**src/rtl/bresenham_line_rasterizer_assert.svh**
```systemverilog
// Assertion macros for the line rasterizer.
`ifndef BRESENHAM_LINE_RASTERIZER_ASSERT_SVH
`define BRESENHAM_LINE_RASTERIZER_ASSERT_SVH
`ifndef NO_ASSERTIONS
// Same-cycle implication, disabled while reset is asserted.
`define BLR_ASSERT_IMP(label, clk, rst_n, ante, cons, msg) \
  label: assert property (@(posedge clk) disable iff (!rst_n) (ante) |-> (cons)) \
    else $error(msg);
// Next-cycle implication, disabled while reset is asserted.
`define BLR_ASSERT_NEXT(label, clk, rst_n, ante, cons, msg) \
  label: assert property (@(posedge clk) disable iff (!rst_n) (ante) |=> (cons)) \
    else $error(msg);
`else
`define BLR_ASSERT_IMP(label, clk, rst_n, ante, cons, msg)
`define BLR_ASSERT_NEXT(label, clk, rst_n, ante, cons, msg)
`endif
`endif

```
**src/rtl/blr_pkg.sv**
```systemverilog
// Types and constants shared by the line rasterizer modules.
`default_nettype none

package blr_pkg;

  localparam int unsigned COORD_BITS = 12;
  localparam int unsigned DEC_BITS   = COORD_BITS + 3;
  localparam int unsigned INC_BITS   = COORD_BITS + 2;

  typedef logic [COORD_BITS-1:0] coord_t;

  typedef enum logic {
    KIND_START = 1'b0,
    KIND_STEP  = 1'b1
  } kind_e;

  typedef struct packed {
    kind_e  kind;
    coord_t start_x;
    coord_t start_y;
    coord_t end_x;
    coord_t end_y;
  } in_item_t;

  typedef struct packed {
    coord_t pixel_x;
    coord_t pixel_y;
    logic   last;
  } out_item_t;

  // Line set-up derived from a start transaction.
  typedef struct packed {
    logic                       steep;
    logic                       minor_down;
    coord_t                     major_start;
    coord_t                     minor_start;
    coord_t                     major_stop;
    logic signed [DEC_BITS-1:0] decision;
    logic        [INC_BITS-1:0] inc_stay;
    logic signed [INC_BITS-1:0] inc_move;
    logic                       single;
  } line_setup_t;

endpackage

`default_nettype wire

```
**src/rtl/bresenham_line_rasterizer.sv**
```systemverilog
// Top level of the Bresenham line rasterizer.
//
// Input channel (in_valid_i / in_stall_o / in_item_i): a start transaction
// (kind = start) carries two endpoints and emits the first pixel of the line;
// each step transaction emits the next pixel. A step while no line is active
// is consumed and gives no pixel. A start during a line drops that line.
// Output channel (out_valid_o / out_stall_i / out_item_o): one pixel per
// productive transaction, with last set on the far endpoint.
// Throughput: one transaction per cycle while out_stall_i is low, set by the
// single add-and-compare step between the input and pixel registers.
// Path: an accepted transaction waits in the input register and its pixel
// is written to the pixel register once that register is free.
// Reset: asynchronous and active low; no line is active and both registers
// are empty afterwards.
// Stall: a stalled pixel holds in the output register; the input register
// still takes a new transaction when it is empty or the output register is
// free or being taken, otherwise in_stall_o rises the same cycle.
`default_nettype none

module bresenham_line_rasterizer (
  input  wire                     clk_i,
  input  wire                     rst_ni,
  input  wire                     in_valid_i,
  output logic                    in_stall_o,
  input  wire blr_pkg::in_item_t  in_item_i,
  output logic                    out_valid_o,
  input  wire                     out_stall_i,
  output blr_pkg::out_item_t      out_item_o
);
  import blr_pkg::*;

`include "bresenham_line_rasterizer_assert.svh"

  // Input register
  logic     in_valid_q;
  in_item_t in_item_q;

  // Line state
  logic                       active_q, active_d;
  logic                       steep_q, steep_d;
  logic                       minor_down_q, minor_down_d;
  coord_t                     major_pos_q, major_pos_d;
  coord_t                     minor_pos_q, minor_pos_d;
  coord_t                     major_stop_q, major_stop_d;
  logic signed [DEC_BITS-1:0] decision_q, decision_d;
  logic        [INC_BITS-1:0] inc_stay_q, inc_stay_d;
  logic signed [INC_BITS-1:0] inc_move_q, inc_move_d;

  // Output register
  logic      out_valid_q, out_valid_d;
  out_item_t out_item_q, out_item_d;

  line_setup_t setup;
  logic        out_free;
  logic        fire;

  blr_setup u_setup (
    .item_i  (in_item_q),
    .setup_o (setup)
  );

  // Process the held transaction whenever the pixel register can take a result.
  assign out_free   = !out_valid_q || !out_stall_i;
  assign fire       = in_valid_q && out_free;
  assign in_stall_o = in_valid_q && !out_free;

  always_comb begin
    coord_t major_next;
    coord_t minor_next;
    logic   is_last;

    active_d     = active_q;
    steep_d      = steep_q;
    minor_down_d = minor_down_q;
    major_pos_d  = major_pos_q;
    minor_pos_d  = minor_pos_q;
    major_stop_d = major_stop_q;
    decision_d   = decision_q;
    inc_stay_d   = inc_stay_q;
    inc_move_d   = inc_move_q;
    out_valid_d  = out_valid_q && out_stall_i;
    out_item_d   = out_item_q;
    major_next   = major_pos_q + coord_t'(1);
    minor_next   = minor_pos_q;
    is_last      = 1'b0;

    if (fire) begin
      unique case (in_item_q.kind)
        KIND_START: begin
          // Load the new line and show its first pixel.
          steep_d      = setup.steep;
          minor_down_d = setup.minor_down;
          major_pos_d  = setup.major_start;
          minor_pos_d  = setup.minor_start;
          major_stop_d = setup.major_stop;
          decision_d   = setup.decision;
          inc_stay_d   = setup.inc_stay;
          inc_move_d   = setup.inc_move;
          active_d     = !setup.single;
          out_valid_d  = 1'b1;
          out_item_d.pixel_x = setup.steep ? setup.minor_start : setup.major_start;
          out_item_d.pixel_y = setup.steep ? setup.major_start : setup.minor_start;
          out_item_d.last    = setup.single;
        end
        KIND_STEP: begin
          if (active_q) begin
            // Advance the major axis; move the minor axis on a non-negative term.
            if (decision_q[DEC_BITS-1]) begin
              decision_d = decision_q + $signed({1'b0, inc_stay_q});
            end else begin
              minor_next = minor_down_q ? minor_pos_q - coord_t'(1)
                                        : minor_pos_q + coord_t'(1);
              decision_d = decision_q + DEC_BITS'(inc_move_q);
            end
            is_last      = major_next == major_stop_q;
            major_pos_d  = major_next;
            minor_pos_d  = minor_next;
            active_d     = !is_last;
            out_valid_d  = 1'b1;
            out_item_d.pixel_x = steep_q ? minor_next : major_next;
            out_item_d.pixel_y = steep_q ? major_next : minor_next;
            out_item_d.last    = is_last;
          end
        end
        default: ;
      endcase
    end
  end

  always_ff @(posedge clk_i or negedge rst_ni) begin
    if (!rst_ni) begin
      in_valid_q <= 1'b0;
    end else if (!in_stall_o) begin
      in_valid_q <= in_valid_i;
    end
  end

  always_ff @(posedge clk_i) begin
    if (in_valid_i && !in_stall_o) begin
      in_item_q <= in_item_i;
    end
  end

  always_ff @(posedge clk_i or negedge rst_ni) begin
    if (!rst_ni) begin
      active_q     <= 1'b0;
      steep_q      <= 1'b0;
      minor_down_q <= 1'b0;
      major_pos_q  <= '0;
      minor_pos_q  <= '0;
      major_stop_q <= '0;
      decision_q   <= '0;
      inc_stay_q   <= '0;
      inc_move_q   <= '0;
      out_valid_q  <= 1'b0;
    end else begin
      active_q     <= active_d;
      steep_q      <= steep_d;
      minor_down_q <= minor_down_d;
      major_pos_q  <= major_pos_d;
      minor_pos_q  <= minor_pos_d;
      major_stop_q <= major_stop_d;
      decision_q   <= decision_d;
      inc_stay_q   <= inc_stay_d;
      inc_move_q   <= inc_move_d;
      out_valid_q  <= out_valid_d;
    end
  end

  always_ff @(posedge clk_i) begin
    out_item_q <= out_item_d;
  end

  assign out_valid_o = out_valid_q;
  assign out_item_o  = out_item_q;

  // A step with no line leaves the pixel register empty.
  `BLR_ASSERT_NEXT(a_idle_step_silent, clk_i, rst_ni,
    fire && in_item_q.kind == KIND_STEP && !active_q, !out_valid_o,
    "step without an active line produced a pixel")
  // A start always shows a pixel, flagged last exactly when no line stays active.
  `BLR_ASSERT_NEXT(a_start_pixel, clk_i, rst_ni,
    fire && in_item_q.kind == KIND_START,
    out_valid_o && (out_item_o.last == !active_q),
    "start pixel and line state disagree")
  // A step on an active line shows a pixel; last ends the line.
  `BLR_ASSERT_NEXT(a_step_pixel, clk_i, rst_ni,
    fire && in_item_q.kind == KIND_STEP && active_q,
    out_valid_o && (out_item_o.last == !active_q),
    "step pixel and line state disagree")

endmodule

`default_nettype wire

```
**src/rtl/blr_setup.sv**
```systemverilog
// Line set-up: major axis choice, endpoint ordering and initial decision terms.
`default_nettype none

module blr_setup (
  input  wire blr_pkg::in_item_t item_i,
  output blr_pkg::line_setup_t   setup_o
);
  import blr_pkg::*;

  coord_t dx, dy;
  coord_t smaj, smin, emaj, emin;
  coord_t dmaj, dmin;
  logic   steep;
  logic   swap;

  assign dx    = (item_i.end_x > item_i.start_x) ? item_i.end_x - item_i.start_x
                                                 : item_i.start_x - item_i.end_x;
  assign dy    = (item_i.end_y > item_i.start_y) ? item_i.end_y - item_i.start_y
                                                 : item_i.start_y - item_i.end_y;
  assign steep = dy > dx;
  assign dmaj  = steep ? dy : dx;
  assign dmin  = steep ? dx : dy;

  always_comb begin
    coord_t amaj, amin, bmaj, bmin;
    amaj = steep ? item_i.start_y : item_i.start_x;
    amin = steep ? item_i.start_x : item_i.start_y;
    bmaj = steep ? item_i.end_y   : item_i.end_x;
    bmin = steep ? item_i.end_x   : item_i.end_y;
    swap = amaj > bmaj;
    smaj = swap ? bmaj : amaj;
    smin = swap ? bmin : amin;
    emaj = swap ? amaj : bmaj;
    emin = swap ? amin : bmin;
  end

  always_comb begin
    setup_o.steep       = steep;
    setup_o.minor_down  = emin < smin;
    setup_o.major_start = smaj;
    setup_o.minor_start = smin;
    setup_o.major_stop  = emaj;
    // 2*dminor - dmajor
    setup_o.decision    = $signed({2'b00, dmin, 1'b0}) - $signed({3'b000, dmaj});
    setup_o.inc_stay    = {1'b0, dmin, 1'b0};
    setup_o.inc_move    = $signed({1'b0, dmin, 1'b0}) - $signed({1'b0, dmaj, 1'b0});
    setup_o.single      = smaj == emaj;
  end

endmodule

`default_nettype wire
```
**config.mk**
```make
export PLATFORM = sky130hd
export DESIGN_NAME = bresenham_line_rasterizer
export DESIGN_NICKNAME = d
export VERILOG_FILES = /design/src/rtl/blr_pkg.sv /design/src/rtl/bresenham_line_rasterizer.sv /design/src/rtl/blr_setup.sv
export VERILOG_INCLUDE_DIRS = /design/src /design/src/rtl
export SDC_FILE = /design/constraint.sdc
export NUM_CORES = 1
export LEC_CHECK = 0
export ABC_CLOCK_PERIOD_IN_PS = 11500
export CAP_MARGIN = 20
export CORE_MARGIN = 3
export CORE_UTILIZATION = 31
export DETAILED_ROUTE_END_ITERATION = 10
export DONT_BUFFER_PORTS = 1
export PLACE_DENSITY_LB_ADDON = 0.12
export SYNTH_ARGS = -nofsm -noshare
export SYNTH_HDL_FRONTEND = slang
export SYNTH_HIERARCHICAL = 1
export SYNTH_SLANG_ARGS = --single-unit
```
**constraint.sdc**
```tcl
create_clock -name clk_i -period 11.5 [get_ports clk_i]
set_input_delay 1.15 -clock clk_i [delete_from_list [all_inputs] [get_ports clk_i]]
set_output_delay 1.15 -clock clk_i [all_outputs]
set_load 0.05 [all_outputs]
```
# --- After elaboration in Yosys (flattened, before gate mapping) ---
# Cells that the tools add are included.
classes:
  muxes: 32
  addsub: 11
  order_cmp: 5
  n_bitwise: 1
  eq_ne: 3
  n_reduce_logical: 13
ops:
  columns: ["cell", "count"]
  rows:
  - ["$mux W12", 20]
  - ["$pmux W25 S2", 1]
  - ["$gt A12 B12 Y1", 4]
  - ["$pmux W12 S2", 2]
  - ["$sub A12 B12 Y12", 4]
  - ["$add A15 B14 Y15", 2]
  - ["$mux W15", 2]
  - ["$pmux W15 S2", 1]
  - ["$mux W25", 1]
  - ["$add A12 B1 Y12 const B", 2]
  - ["$eq A12 B12 Y1", 2]
  - ["$sub A13 B12 Y14", 1]
  - ["$sub A13 B13 Y14", 1]
  - ["$lt A12 B12 Y1", 1]
  - ["$sub A12 B1 Y12 const B", 1]
  - ["$logic_not A1 Y1", 6]
  - ["$logic_and A1 B1 Y1", 4]
  - ["$pmux W1 S2", 2]
  - ["$reduce_and A2 Y1", 2]
  - ["$mux W1", 3]
  - ["$ne A2 B1 Y1 const B", 1]
  - ["$logic_or A1 B1 Y1", 1]
  - ["$not A1 Y1", 1]
totals:
  regBits: 156
  output_inout_bits: 27
  input_bits: 53
  wordCells: 84

# --- Longest topological paths before layout ---
# Gate-level depths: netlist of the first run.
depth:
  depth_word: 9
  ltp_mapped: 51

# --- Hierarchy ---
# Netlist of the first run, hierarchy kept.
modules_own_cells:
  columns: ["mod", "n_inst", "seq_area_each_um2", "area_per_inst_um2", "cells_each"]
  rows:
  - ["bresenham_line_rasterizer", 1, 4324.1, 8516.9, 771]
  - ["blr_setup", 1, 0.0, 5851.9, 882]

# --- Worst setup path after synthesis of the first run ---
# No wires, ideal clock.
synth_timing:
  path_type: "flip-flop to flip-flop"
  startpoint: "reg in_item_q[12] (netlist bit)"
  endpoint: "reg minor_down_q"
  stages_incl_launch_ff: 50
  arrival_ps: 8849
  setup_time_ps: 83
  n_path_buf: 8
  setup_slack_ps: 2568
  cell_sequence: "edfxtp_1 -> inv_1 -> ha_1 -> inv_1 -> fa_1 -> a211oi_1 -> o21a_1 -> o211a_1 -> nor2_1 -> buf_4 -> a211oi_1 -> nor4_1 -> nor4_1 -> inv_1 -> ha_1 -> clkbuf_1 -> nand4_1 -> a211o_1 -> [14 not listed] -> clkbuf_1 -> clkbuf_1 -> nand2_1 -> o21ai_0 -> mux2_2 -> ha_1 -> a21o_1 -> a21oi_1 -> nor2b_1 -> o21ai_0 -> nand2b_1 -> a21oi_1 -> nor2b_1 -> o21ai_0 -> nand3_1 -> a31oi_1 -> nand2_1 -> o21ai_0"
synth_lines:
  columns: ["element", "line_no", "source"]
  rows:
  - ["start, declared", "bresenham_line_rasterizer.sv:36", "in_item_t in_item_q;"]
  - ["start signal, assigned", "bresenham_line_rasterizer.sv:140", "in_item_q <= in_item_i;"]
  - ["end signal, assigned", "bresenham_line_rasterizer.sv:159", "minor_down_q <= minor_down_d;"]
  - ["end, declared", "bresenham_line_rasterizer.sv:41", "logic minor_down_q, minor_down_d;"]

==> summary.txt, run 1 <==
Run status
  – Run status: completed

Clock tree
  – Setup bufs post-CTS: 0
  – CTS HTree Levels: 4
  – Worst-skew pair later-pin latency: 500 ps
  – Max clock buf depth: 2
  – CTS tree: built
  – Clock Sinks: ~160
  – CTS Root Cell: clkbuf_16
  – Clock-pin slew on the worst setup and hold paths: approximately 80 ps
  – # resized after CTS: 0
  – CTS buffer count: 17
  – Post-CTS Hold Fix Bufs: 0

Synth
  – Primary FF master, synth: dfrtp_1
  – Async SR Flop Fraction: 0.532
  – Post-synth EDFFs: 74
  – Synth Register Bits: about 160
  – Mapped cell area: 14400 um2
  – Sequential area share after synthesis: 0.301
  – Top cells by area, synth: edfxtp_1 15%, dfrtp_1 15%, ha_1 10%
  – Most common cell in the netlist: nand2_1
  – Avg Cell Area, Syn: just under 9 um2
  – Library cells used by synthesis: 93
  – Top-area cell type share of the netlist area: 0.155
  – Gate Count Post-Synth: approximately 1700
  – Area leader, netlist: edfxtp_1
  – Warnings from Yosys: 6
  – Synth top cells by count: 154 x nand2_1, 146 x a21oi_1, 118 x nor2_1

Finish
  – Finished Core Util: 0.339
  – Nets: 1774
  – Synthesis-to-finish area growth: 7.65%
  – Layout cells sized above 1: 0.101

STA
  – Fin crit share: 0.912
  – Period minus WS final: 10480 ps
  – Rel. slew slack: 0.334
  – Worst-margin pin slew: 971 ps
  – RSZ-0062 raised after global routing: no
  – Max Clk Rate: approximately 0.095 GHz
  – Final Setup Violations: 0
  – Fin Setup TNS: 0 ps
  – Setup Skew: about 15 ps
  – Slew Viols, Final: 0
  – Final hold vios: 0

Placement
  – RePlAce Congestion: 0.865
  – Dpl hpwl: 37000 um
  – # port buffers: 0

Drt
  – WL/cell: 21.5 um
  – Via count: about 12000
  – DR DRC count: 0
  – Drt initial violations: approximately 1000
  – Number of vias per cell: ~5.5
  – Met2 wire length: 21400 um
  – DRT met1 WL: approximately 23000 um
  – DRT Pass-1 Iters: 5
  – DRT antenna net count: 0
  – Highest metal used: met5
  – WL met3: ~2300 um
  – Final WL: 47500 um

Critical path
  – Setup crit end kind: register
  – Crit-path slowest cell: nor2_1
  – Crit path top cell by count: o21ai_0
  – Crit-path max cell delay: approximately 800 ps
  – Crit Path Category: register to register
  – Arrival time at the worst endpoint: approximately 11000 ps
  – Crit-path max FO: 76
  – WP data required: 11920 ps
  – Worst Setup Start Kind: register

Floorplanning
  – Core box area: roughly 46000 um2
  – Die area: between 40000 and 50000 um2
  – Row count: ~80
  – Boundary pin count: 80
  – Chip width: between 200 and 250 um
  – Initial cell density of the core: 0.315
  – Die height: between 200 and 250 um

Worst hold path
  – Hold Path Class: input pin to asynchronous set/reset pin

GRT
  – First-pass GRT wire length: between 70000 and 80000 um
  – Grt total ovfl: 0
  – Vias in the first global route: roughly 12000
  – GRT Util Overall: 0.194
  – Antenna violations before repair: 7
  – Largest net degree at the start of global routing: 92

Job
  – Max Cap Viol: 0
## critical path, delay by kind of cell, from the launching register on
family          cells  cell delay (ps)
mux                 2              460
flops               1              470
simple gates       11             3230
compound gates     17             3270
buf+inv             5             1220
fa+ha+maj           5             1680
## per-layer routing
| metal | vias to the layer above | global-route usage |
|---|---|---|
| met3 | 56 | 0.0379 |
| met1 | 5790 | 0.271 |
| met2 | 319 | 0.307 |
| met5 | - | 0 |
| li1 | 5889 | - |
| met4 | 8 | 0.0546 |
## cell type report
cell class	instances	area [um2]
multi-input cells	1300	9230
diodes	2	5.00
well taps	600	751
repair buffers	15	113
clock inverters	15	225
fillers	4688	30100
flip-flops and latches	158	4320
clock buffers	17	425
inverters	105	397
## flip-flops by register name (all words and copies together) (netlist names)
register,count
in_item_q,49
out_item_o,25
decision_q,15
inc_move_q,14
inc_stay_q,14
major_pos_q,12
major_stop_q,12
minor_pos_q,12
active_q,1
in_valid_q,1
minor_down_q,1
out_valid_o,1
steep_q,1
## per-stage QoR
stage	std cells	cell area, um2	hold WS, ps	setup WS, ps
after CTS	2210	15500	306	1160
final	2212	15500	351	1020
after floorplan	1655	14400	456	2570
after detailed placement	2178	14800	479	1180
after global routing	2210	15500	312	168
after global placement	2178	14800	473	1330
## final timing paths
| kind | startpoint | endpoint | slack, ps | cells after the start |
|---|---|---|---|---|
| min | rst_ni | inc_move_q[5]$_DFFE_PN0P_ | 350 | 0 |
| max | in_item_q[17]$_DFFE_PP_ | minor_down_q$_DFFE_PN0P_ | 1020 | 40 |
| min reg2reg | decision_q[6]$_DFFE_PN0P_ | decision_q[6]$_DFFE_PN0P_ | 490 | 2 |
| max in group asynchronous | rst_ni | major_pos_q[5]$_DFFE_PN0P_ | 10970 | 0 |
| max reg2reg | in_item_q[17]$_DFFE_PP_ | minor_down_q$_DFFE_PN0P_ | 1020 | 40 |
| min in group clk_i | decision_q[6]$_DFFE_PN0P_ | decision_q[6]$_DFFE_PN0P_ | 490 | 2 |
## cell families after synthesis
group                    after synthesis  synth area share
adder cells (fa/ha/maj)              126             0.113
flip-flops                           158             0.301
other                                  1          0.000261
AO/OA/AOI/OAI                        494             0.220
multiplexers                         152             0.113
AND/OR/NAND/NOR                      460             0.153
XOR/XNOR                              65            0.0412
buffers and inverters                197            0.0581
## cell usage in the layout (no fill, tap or decap), drive strengths merged, types with 8 or more instances in the layout
cell type and n:
mux2 77, and2 16, nand2b 16, o211ai 15, a21o 35, buf 15
dfrtp 84, inv 112, nor4 8, a221oi 9, o22ai 18, a211oi 33
ha 117, nand2 155, clkbuf 17, nor3 27, a21oi 146, o31ai 8
xnor2 42, nand3 33, xor2 23, and3 11, o21a 23, edfxtp 74
nor2 120, a31oi 26, nand4 17, o21ai 112, nor2b 24, a21boi 8
mux2i 75
Power of run 1 is not shown: default switching activity piles up to over one toggle a cycle in this logic, so the estimate is an artifact.
==> run 2: changes to the inputs <==
CORE_UTILIZATION = 45   (was 31)
==> summary.txt, run 2 (synthesis results as in run 1) <==
Run status
  – Run status: completed

STA
  – Final hold vios: 0 (unchanged)
  – Rel. slew slack: 0.405 (+0.0712)
  – Final Setup Violations: 0 (unchanged)
  – Hold slack: 396 ps (+45.7 ps)
  – Max Clk Rate: 0.0957 GHz (+0.34%)
  – Slew Viols, Final: 0 (unchanged)
  – Worst-margin pin slew: 892 ps (-79.1 ps)
  – RSZ-0062 raised after global routing: no
  – Fin crit share: 0.908 (-0.00306)
  – Period minus WS final: 10450 ps (-35.2 ps)
  – Setup Skew: 15.7 ps (+0.361 ps)
  – Fin Setup TNS: 0 ps (unchanged)

GRT
  – Antenna violations before repair: 2 (-5)
  – GR Util met1: 0.351 (+0.0803)
  – Grt total ovfl: 0 (unchanged)
  – Met3 GRT Util: 0.0491 (+0.0112)
  – Largest net degree at the start of global routing: 85 (-7.6%)
  – First-pass GRT wire length: 66500 um (-8.9%)
  – GR peak layer: met2
  – M2 GR Usage: 0.402 (+0.0948)
  – GRT Util Overall: 0.254 (+0.0593)
  – Vias in the first global route: 11400 (-3.7%)

Finish
  – Nets: 1775 (+0.056%)
  – Layout cells sized above 1: 0.0993 (-0.00130)
  – Most frequent cells in the layout: 154 x nand2_1, 146 x a21oi_1, 117 x nor2_1, 117 x ha_1, 110 x o21ai_0
  – Most common cell after layout, fill and taps aside: nand2_1
  – Synthesis-to-finish area growth: 5.07%
  – Reg with most FFs: in_item_q
  – Largest register FFs: 49 (unchanged)

Clock tree
  – Setup bufs post-CTS: 0 (unchanged)
  – Worst-skew pair later-pin latency: 450 ps (-50 ps)
  – Post-CTS Hold Fix Bufs: 0 (unchanged)
  – Clock-pin slew on the worst setup and hold paths: 70 ps (about the same)
  – CTS buffer count: 17 (unchanged)
  – # resized after CTS: 0 (unchanged)
  – CTS HTree Levels: 4 (unchanged)
  – CTS Root Cell: clkbuf_16
  – CTS tree: built
  – Max clock buf depth: 2 (unchanged)
  – Clock Sinks: 158 (unchanged)

Drt
  – Via count: 12100 (+0.59%)
  – Drt initial violations: 813 (-16%)
  – Final WL: 43000 um (-9.5%)
  – DRT Pass-1 Iters: 6 (+1)
  – DR DRC count: 0 (unchanged)
  – Number of vias per cell: 6.04 (+11%)
  – WL/cell: 21.4 um (-0.34%)
  – DRT antenna net count: 0 (unchanged)

Critical path
  – Setup crit end kind: register
  – Worst reg-to-reg path cell count: 44 (+10%)
  – Reg2Reg Launch Point: in_item_q[12]$_DFFE_PP_
  – Capture point of the worst reg-to-reg path: minor_down_q$_DFFE_PN0P_
  – Arrival time at the worst endpoint: 10820 ps (-80 ps)
  – Crit Path Category: register to register
  – Worst Setup Start Kind: register
  – WP data required: 11870 ps (-50 ps)
  – Crit-path slowest cell: o221ai_1
  – Crit-path max FO: 64 (-16%)
  – Flop2flop setup slack: 1050 ps (+40 ps)
  – Crit-path max cell delay: 730 ps (-60 ps)

Floorplanning
  – Boundary pin count: 80 (unchanged)
  – Core box area: 31000 um2 (-32%)
  – Row count: 64 (-18%)
  – Initial cell density of the core: 0.464 (+0.148)
  – Die height: 185 um (-17%)
  – Chip width: 185 um (-17%)
  – Die area: 34100 um2 (-30%)

Job
  – Max Cap Viol: 0 (unchanged)

Placement
  – RePlAce Congestion: 0.924 (+6.8%)
  – Dpl hpwl: 33300 um (-10%)
  – # port buffers: 0 (unchanged)

Worst hold path
  – Hold Path Class: input pin to asynchronous set/reset pin
-- run 2: area by class of cell --
type                            count  area (um2)
Tap cell                          396         495
Clock inverter                      9        61.3
Antenna cell                        1        2.50
Multi-Input combinational cell   1300        9230
Timing Repair Buffer               16         120
Fill cell                        2993       15900
Sequential cell                   158        4320
Inverter                          105         397
Clock buffer                       23         468
-- run 2: worst max-delay path: cells and delay by family (launching register included) --
| kind | cells | cell delay (ps) |
|---|---|---|
| flip-flops | 1 | 470 |
| AND/OR/NAND/NOR | 14 | 2120 |
| AO/OA/AOI/OAI | 17 | 4030 |
| adder cells (fa/ha/maj) | 5 | 1620 |
| buffers and inverters | 7 | 1780 |
| multiplexers | 1 | 280 |
-- run 2: per-stage QoR --
stage | util | setup WS [ps] | cells | cell area, um2
2_1_floorplan | - | 2570 | 1655 | 14400
3_5_place_dp | 0.470 | 1250 | 1975 | 14600
6_report | 0.487 | 1050 | 2008 | 15100
3_3_place_gp | 0.470 | 1420 | 1975 | 14600
5_1_grt | 0.487 | 163 | 2007 | 15100
4_1_cts | 0.487 | 1210 | 2007 | 15100
-- run 2: per-layer routing --
| metal | vias up | wire length [um] |
|---|---|---|
| li1 | 5873 | - |
| met1 | 5825 | 19800 |
| met2 | 373 | 19400 |
| met3 | 62 | 2620 |
| met4 | 0 | 1220 |
| met5 | - | 0 |
-- run 2: worst max path at each step --
stage	startpoint	endpoint	slack, ps
floorplan	in_item_q[12]$_DFFE_PP_	minor_down_q$_DFFE_PN0P_	2570
global placement	in_item_q[12]$_DFFE_PP_	minor_down_q$_DFFE_PN0P_	1420
detailed placement	in_item_q[12]$_DFFE_PP_	minor_down_q$_DFFE_PN0P_	1250
CTS	in_item_q[12]$_DFFE_PP_	minor_down_q$_DFFE_PN0P_	1210
global route	in_item_q[12]$_DFFE_PP_	minor_down_q$_DFFE_PN0P_	160
finish	in_item_q[12]$_DFFE_PP_	minor_down_q$_DFFE_PN0P_	1050
Power of run 2 is left out for the same reason.
